--- config.mk ---
export PLATFORM = sky130hd
export DESIGN_NAME = interrupt_deadtime_tracker
export DESIGN_NICKNAME = d
export VERILOG_FILES = /design/src/design/idt_pkg.sv /design/src/design/interrupt_deadtime_tracker.sv /design/src/design/idt_cfg.sv /design/src/design/idt_judge.sv
export SDC_FILE = /design/constraint.sdc
export NUM_CORES = 1
export LEC_CHECK = 0
export BUFFER_PORTS_ARGS = -buffer_cell sky130_fd_sc_hd__buf_2
export CAP_MARGIN = 15
export CORE_ASPECT_RATIO = 0.5
export CORE_MARGIN = 2
export CORE_UTILIZATION = 30
export DETAILED_ROUTE_END_ITERATION = 16
export PLACE_DENSITY = 0.52
export SYNTH_ARGS = -nofsm -noshare
export SYNTH_HDL_FRONTEND = slang
export SYNTH_SLANG_ARGS = --single-unit
--- constraint.sdc ---
create_clock -name clk -period 8.6 [get_ports clk]
set_input_delay 1.29 -clock clk [delete_from_list [all_inputs] [get_ports clk]]
set_output_delay 1.29 -clock clk [all_outputs]
set_load 0.02 [all_outputs]
--- src/design/idt_pkg.sv ---
// shared types, codes and helpers of the interrupt dead-time tracker
package idt_pkg;

	localparam int unsigned TimerW   = 16;
	localparam int unsigned IvalW    = 24;
	localparam int unsigned CountW   = 32;
	localparam int unsigned CfgIdxW  = 8;
	localparam int unsigned InDataW  = 24;
	localparam int unsigned OutDataW = 104;

	localparam logic [CfgIdxW-1:0] REG_ACK_LATENCY   = 8'd0;
	localparam logic [CfgIdxW-1:0] REG_SERVICE_CYCLE = 8'd1;

	localparam logic [TimerW-1:0] ACK_LATENCY_RST   = 16'd32;
	localparam logic [TimerW-1:0] SERVICE_CYCLE_RST = 16'd70;

	localparam logic [1:0] OUT_DETECTED     = 2'd0;
	localparam logic [1:0] OUT_LOST_ACK     = 2'd1;
	localparam logic [1:0] OUT_PENDING      = 2'd2;
	localparam logic [1:0] OUT_REJ_PENDING  = 2'd3;

	typedef struct packed {
		logic [TimerW-1:0] ack_left;
		logic [TimerW-1:0] service_left;
		logic              pending;
	} timer_state_t;

	typedef struct packed {
		timer_state_t nxt;
		logic [1:0]   outcome;
		logic         retrig;
		logic [1:0]   det_inc;
		logic         rej_inc;
	} judge_t;

	function automatic logic [CountW-1:0] sat_add(input logic [CountW-1:0] a,
			input logic [1:0] b);
		logic [CountW:0] s;
		s = {1'b0, a} + {{(CountW-1){1'b0}}, b};
		return s[CountW] ? {CountW{1'b1}} : s[CountW-1:0];
	endfunction

endpackage

--- src/design/interrupt_deadtime_tracker.sv ---
// interrupt dead-time tracker top level
//
// pulses arrive on the s_ stream: s_tdata[23:0] is the tick count since the
// previous pulse. every pulse gives exactly one result on the m_ stream with
// the outcome, retrigger flag, pending flag and the three running counters.
// index 0 selects ack_latency and index 1 service_cycle; both registers are
// written through the cfg_ channel, one transfer per write, always ready;
// unknown indexes are dropped. write them only while no pulse is in flight.
// the input register loads at the input transfer, and the judgement logic
// fills the result register from it when the result register is empty or
// being taken; m_tvalid rises as the result register loads.
// throughput: one pulse per cycle while the receiver does not stall; the
// timer and counter update is combinational between the input register and
// the result register.
// when the receiver stalls the result register holds, the input register
// still fills, and s_tready drops once both are occupied.
// reset clears the timers, the pending flag and the counters, empties both
// registers and restores the register defaults 32 and 70.
module interrupt_deadtime_tracker import idt_pkg::*; (
	input  logic                clk,
	input  logic                arst_n,
	input  logic                s_tvalid,
	output logic                s_tready,
	input  logic [InDataW-1:0]  s_tdata,   // [23:0] interval_ticks
	output logic                m_tvalid,
	input  logic                m_tready,
	output logic [OutDataW-1:0] m_tdata,   // [1:0] outcome, [2] retriggered,
	                                       // [3] pending, [35:4] event_total,
	                                       // [67:36] detected_total,
	                                       // [99:68] rejected_total, [103:100] zero
	input  logic                cfg_valid,
	output logic                cfg_ready,
	input  logic [CfgIdxW-1:0]  cfg_index,
	input  logic [TimerW-1:0]   cfg_data
);

	logic [TimerW-1:0]   ack_latency;
	logic [TimerW-1:0]   service_cycle;
	logic                valid_s1;
	logic [IvalW-1:0]    interval_s1;
	timer_state_t        state_q;
	logic [CountW-1:0]   event_q;
	logic [CountW-1:0]   detected_q;
	logic [CountW-1:0]   rejected_q;
	logic                out_valid_q;
	logic [OutDataW-1:0] out_data_q;
	logic                advance;
	judge_t              judge;
	logic [CountW-1:0]   event_nxt;
	logic [CountW-1:0]   detected_nxt;
	logic [CountW-1:0]   rejected_nxt;

	idt_cfg u_cfg (
		.clk           (clk),
		.arst_n        (arst_n),
		.cfg_valid     (cfg_valid),
		.cfg_ready     (cfg_ready),
		.cfg_index     (cfg_index),
		.cfg_data      (cfg_data),
		.ack_latency   (ack_latency),
		.service_cycle (service_cycle)
	);

	idt_judge u_judge (
		.cur           (state_q),
		.interval      (interval_s1),
		.ack_latency   (ack_latency),
		.service_cycle (service_cycle),
		.res           (judge)
	);

	assign advance  = valid_s1 && (!out_valid_q || m_tready);
	assign s_tready = !valid_s1 || advance;
	assign m_tvalid = out_valid_q;
	assign m_tdata  = out_data_q;

	assign event_nxt    = sat_add(event_q, 2'd1);
	assign detected_nxt = sat_add(detected_q, judge.det_inc);
	assign rejected_nxt = sat_add(rejected_q, {1'b0, judge.rej_inc});

	always_ff @(posedge clk or negedge arst_n) begin
		if (!arst_n) begin
			valid_s1 <= 1'b0;
		end else if (s_tready) begin
			valid_s1 <= s_tvalid;
		end
	end

	always_ff @(posedge clk) begin
		if (s_tvalid && s_tready) begin
			interval_s1 <= s_tdata[IvalW-1:0];
		end
	end

	always_ff @(posedge clk or negedge arst_n) begin
		if (!arst_n) begin
			state_q     <= '0;
			event_q     <= '0;
			detected_q  <= '0;
			rejected_q  <= '0;
			out_valid_q <= 1'b0;
		end else begin
			if (advance) begin
				state_q     <= judge.nxt;
				event_q     <= event_nxt;
				detected_q  <= detected_nxt;
				rejected_q  <= rejected_nxt;
				out_valid_q <= 1'b1;
			end else if (m_tready) begin
				out_valid_q <= 1'b0;
			end
		end
	end

	always_ff @(posedge clk) begin
		if (advance) begin
			out_data_q <= {4'b0, rejected_nxt, detected_nxt, event_nxt,
				judge.nxt.pending, judge.retrig, judge.outcome};
		end
	end

endmodule

--- src/design/idt_cfg.sv ---
// configuration registers for acknowledge latency and service cycle
module idt_cfg import idt_pkg::*; (
	input  logic               clk,
	input  logic               arst_n,
	input  logic               cfg_valid,
	output logic               cfg_ready,
	input  logic [CfgIdxW-1:0] cfg_index,
	input  logic [TimerW-1:0]  cfg_data,
	output logic [TimerW-1:0]  ack_latency,
	output logic [TimerW-1:0]  service_cycle
);

	logic [TimerW-1:0] ack_latency_q;
	logic [TimerW-1:0] service_cycle_q;

	assign cfg_ready     = 1'b1;
	assign ack_latency   = ack_latency_q;
	assign service_cycle = service_cycle_q;

	always_ff @(posedge clk or negedge arst_n) begin
		if (!arst_n) begin
			ack_latency_q   <= ACK_LATENCY_RST;
			service_cycle_q <= SERVICE_CYCLE_RST;
		end else if (cfg_valid) begin
			case (cfg_index)
				REG_ACK_LATENCY:   ack_latency_q   <= cfg_data;
				REG_SERVICE_CYCLE: service_cycle_q <= cfg_data;
				default: ;
			endcase
		end
	end

endmodule

--- src/design/idt_judge.sv ---
// per-pulse judgement: timers, pending flag, outcome and counter steps
module idt_judge import idt_pkg::*; (
	input  timer_state_t      cur,
	input  logic [IvalW-1:0]  interval,
	input  logic [TimerW-1:0] ack_latency,
	input  logic [TimerW-1:0] service_cycle,
	output judge_t            res
);

	logic              lost0;
	logic              defer0;
	logic              retrig;
	logic              lost1;
	logic              defer1;
	logic [TimerW:0]   window;
	logic [IvalW-1:0]  e_rem;
	logic [TimerW-1:0] e2;

	assign lost0  = (cur.ack_left != '0) && (interval < {8'b0, cur.ack_left});
	assign defer0 = !lost0 && (cur.service_left != '0) &&
		(interval < {8'b0, cur.service_left});
	assign window = {1'b0, cur.service_left} + {1'b0, service_cycle};
	assign retrig = !lost0 && !defer0 && (cur.service_left != '0) &&
		(interval < {7'b0, window});
	assign e_rem  = interval - {8'b0, cur.service_left};
	assign e2     = e_rem[TimerW-1:0];
	assign lost1  = (ack_latency != '0) && (e2 < ack_latency);
	assign defer1 = !lost1 && (service_cycle != '0) && (e2 < service_cycle);

	always_comb begin
		res.nxt.ack_left     = ack_latency;
		res.nxt.service_left = service_cycle;
		res.nxt.pending      = 1'b0;
		res.outcome          = OUT_DETECTED;
		res.retrig           = retrig;
		res.det_inc          = {1'b0, 1'b1} + {1'b0, cur.pending};
		res.rej_inc          = 1'b0;
		if (lost0) begin
			res.nxt.ack_left     = cur.ack_left - interval[TimerW-1:0];
			res.nxt.service_left = (interval >= {8'b0, cur.service_left}) ? '0 :
				cur.service_left - interval[TimerW-1:0];
			res.nxt.pending      = cur.pending;
			res.outcome          = OUT_LOST_ACK;
			res.det_inc          = 2'd0;
			res.rej_inc          = 1'b1;
		end else if (defer0 || (retrig && defer1)) begin
			res.nxt.ack_left     = '0;
			res.nxt.service_left = defer0 ? cur.service_left - interval[TimerW-1:0] :
				service_cycle - e2;
			res.nxt.pending      = 1'b1;
			res.det_inc          = 2'd0;
			res.outcome          = cur.pending ? OUT_REJ_PENDING : OUT_PENDING;
			res.rej_inc          = cur.pending;
		end else if (retrig && lost1) begin
			res.nxt.ack_left     = ack_latency - e2;
			res.nxt.service_left = (e2 >= service_cycle) ? '0 : service_cycle - e2;
			res.nxt.pending      = cur.pending;
			res.outcome          = OUT_LOST_ACK;
			res.det_inc          = 2'd0;
			res.rej_inc          = 1'b1;
		end
	end

endmodule

==> impl_metrics.tcl <==
set metrics [dict create \
    cts_hold_buf 0 \
    path_delay_family "compound AO/OA/AOI/OAI gates" \
    finalCriticalPeriod_ns 8.08 \
    cpMostUsedCell "ha_1" \
    outcome "finished clean" \
    worstSetupPathType "reg2reg" \
    cp.buffers_inverters 2 \
    num-fill-cells 6331 \
    start_util_pct 30.4 \
    rows 64 \
    worst_setup_path_start_kind "flip-flop" \
    insertion_delay_ns 0.62 \
    hold_start "detected_q[0]" \
    chipWidth_um 357 \
    drive_above_1_share_pct 16.6 \
    synth_cell_types 101 \
    post_drt_wl_per_cell_um 18.5 \
    io_buffers 154 \
    cts_buffers 31 \
    cp_max_fo 29 \
    antenna_found_initial 1 \
    fin_crit_sh_pct 94.0 \
    setup_viol_count_final 0 \
    ant_nets 0 \
    drtIter0Drc 1011 \
    drt_wl_total_mm 54.6 \
    ctsHtreeMaxLevel 1 \
    regArea_um2 7810 \
    gp_congestion 0.924 \
    r2r-start "u_cfg.service_cycle[0]" \
    netlist_instances 1953 \
    cts_tree "built" \
    worst_pin_slew_ns 1.19 \
    skew_ns 0.0139 \
    setup_tns_ns 0 \
    hold_violations 0 \
    dieArea_um2 64400 \
    fin_nets 2289 \
    ys_seq_elements 287 \
    io_pins 160 \
    area_growth_syn_to_layout_pct 15.4 \
    dr.pass1.iters 5 \
    fmax_ghz 0.124 \
    synth_enable_flop_cells 124 \
    final_util_pct 35.2 \
    overflow 0 \
    routed_via_density 5.13 \
    cts-root-buf "clkbuf_16" \
    whs_ns 0.521 \
    grt_max_degree 100 \
    grt_usage_pct 16.7 \
    grt_pass1_wl_mm 84.6 \
    cp-end-kind "flip-flop" \
    critical_path_arrival_ns 8.60 \
    synth_flop_cell "dfrtp_1" \
    cellPowerDensity_nw_per_um2 213 \
    crit_start "u_cfg.service_cycle[0]" \
    hp-class "reg2reg" \
    vias 15100 \
    slew_violations 0 \
    pre_cts_ws_ns -0.000434 \
    leakage_uw 0.00925 \
    yosysWarningCount 0 \
    drv_cap 0 \
    instances_no_fill 2952 \
    synth.avg_cell_area_um2 9.56 \
    clock_path_buffers 3 \
    core_um2 61300 \
    die_h_um 180 \
    rrSetupSlack_ns 0.52 \
    slew_headroom_pct 20.2 \
    max_stage_delay_ns 0.56 \
    clk_pin_slew_ns 0.07 \
    antenna_cells 0 \
    setup_slack_ns 0.517 \
    dp_cells 2889 \
    syn_area_um2 18700 \
    worstPathRequired_ns 9.12 \
    multi_input_area_um2 10200 \
    critical-path-slowest-cell "or4_1" \
    synth.yosys.seq_area_share_pct 41.8 \
    synth-async-reset-ratio_pct 56.8 \
    cts_sinks 287 \
    dp_hpwl_mm 40.4 \
    ir_drop_v 0.000160 \
    drc 0 \
    grt_pass1_vias 14600 \
]
## where the power goes
part | internal (uW) | leakage (uW) | total, uW | switching (uW)
combinational | 528 | 0.00551 | 1370 | 840
clock | 799 | 0.000515 | 1430 | 632
sequential | 1640 | 0.00322 | 1800 | 165
## repair_timing
| item | CTS | global route |
|---|---|---|
| setup buffers | 0 | 5 |
| endpoints found under the setup margin | 1 | 54 |
| gates resized for setup | 1 | 11 |
| pin swaps | 0 | 5 |
## synth_stat cells (8+ instances only)
cell	number	area share (%)
mux2_2	39	2.4
a211oi_1	14	0.56
nor3_1	26	0.70
edfxtp_1	124	20
xor2_1	70	3.3
dfrtp_1	159	21
a21o_1	29	1.2
o21ai_0	127	3.4
and4_1	10	0.47
inv_1	97	1.9
nor4_1	27	0.90
and3_1	25	0.84
clkbuf_1	56	1.1
ha_1	127	8.5
o211ai_1	9	0.36
a21oi_2	8	0.38
nand2b_1	22	0.74
a31oi_1	65	2.2
xnor2_1	79	3.7
a211o_1	12	0.56
nand4_1	34	1.1
a22oi_1	11	0.44
nor2_1	136	2.7
buf_2	13	0.35
nor2b_1	22	0.74
o31ai_1	16	0.64
o21a_1	19	0.76
o21ai_1	12	0.32
a21oi_1	119	3.2
o21bai_1	14	0.56
nand2_1	219	4.4
nand3_1	47	1.3
and2_1	10	0.33
## layout make-up
type	instances	area share, %
tap	825	4.79
timing repair buffer	194	5.01
clock buffer	33	3.68
inverter	100	1.78
clock inverter	25	1.25
multi-input combinational	1488	47.3
sequential	287	36.2
## layer usage
metal  track usage [%]  vias up  share of wire, %
li1                  -     7399                 -
met2              27.5      264                47
met1              22.6     7409                46
met5                 0        -             0.020
met3              3.04       71               4.5
met4              4.03        2               2.4
## kinds of logic after synthesis
logic type	count (synthesis)	synth area share (%)
xor gates and xnor gates	149	6.99
buffers and inverters	181	3.95
other	2	0.0402
DFF	287	41.8
AOI/OAI and AO/OA	532	18.9
adders and majority gates	138	9.48
and+or+nand+nor	618	16.1
muxes	46	2.76
## worst register-to-register path: cells and delay by family, from the launching register on
family,cells,cell delay (ns)
and+or+nand+nor,10,2.52
DFF,1,0.43
adders and majority gates,5,1.54
buffers and inverters,2,0.27
xor gates and xnor gates,1,0.14
AOI/OAI and AO/OA,15,3.10
## placed cells by master, fill, tap and decap left out, types with 14 or more instances in the layout
| master | synthesis | routed |
|---|---|---|
| nand2_1 | 219 | 216 |
| dfrtp_1 | 159 | 159 |
| buf_2 | 13 | 153 |
| nor2_1 | 136 | 135 |
| o21ai_0 | 127 | 127 |
| ha_1 | 127 | 127 |
| edfxtp_1 | 124 | 124 |
| a21oi_1 | 119 | 116 |
| inv_1 | 97 | 97 |
| xnor2_1 | 79 | 79 |
| xor2_1 | 70 | 70 |
| a31oi_1 | 65 | 64 |
| nand3_1 | 47 | 47 |
| mux2_2 | 39 | 39 |
| buf_4 | 5 | 39 |
| nand4_1 | 34 | 34 |
| clkbuf_16 | 0 | 31 |
| a21o_1 | 29 | 29 |
| nor4_1 | 27 | 26 |
| nor3_1 | 26 | 26 |
| and3_1 | 25 | 25 |
| nand2b_1 | 22 | 22 |
| nor2b_1 | 22 | 22 |
| o21a_1 | 19 | 19 |
| o31ai_1 | 16 | 16 |
| a211oi_1 | 14 | 14 |
| o21bai_1 | 14 | 14 |
## final timing paths
kind / to / cells after the start
max in group asynchronous: detected_q[25] / 2
worst min register to register: detected_q[0] / 1
worst min-delay path: detected_q[0] / 1
worst max-delay path: detected_q[18] / 33
min in group asynchronous: u_cfg.ack_latency[0] / 1
worst max register to register: detected_q[18] / 33
## metrics by stage
| step | cell area [um2] | power, uW |
|---|---|---|
| after floorplan | 18700 | 2770 |
| after global placement | 20400 | 3170 |
| after detailed placement | 20400 | 3170 |
| after CTS | 21500 | 4630 |
| after global routing | 21600 | 4870 |
| final | 21600 | 4600 |
## sequential cells by signal, indices dropped and copies added (netlist names)
name,flops
detected_q,32
event_q,32
interval_s1,24
m_tdata,100
m_tvalid,1
rejected_q,32
state_q,33
u_cfg.ack_latency,16
u_cfg.service_cycle,16
valid_s1,1
Power figures use the tool's default switching activity.
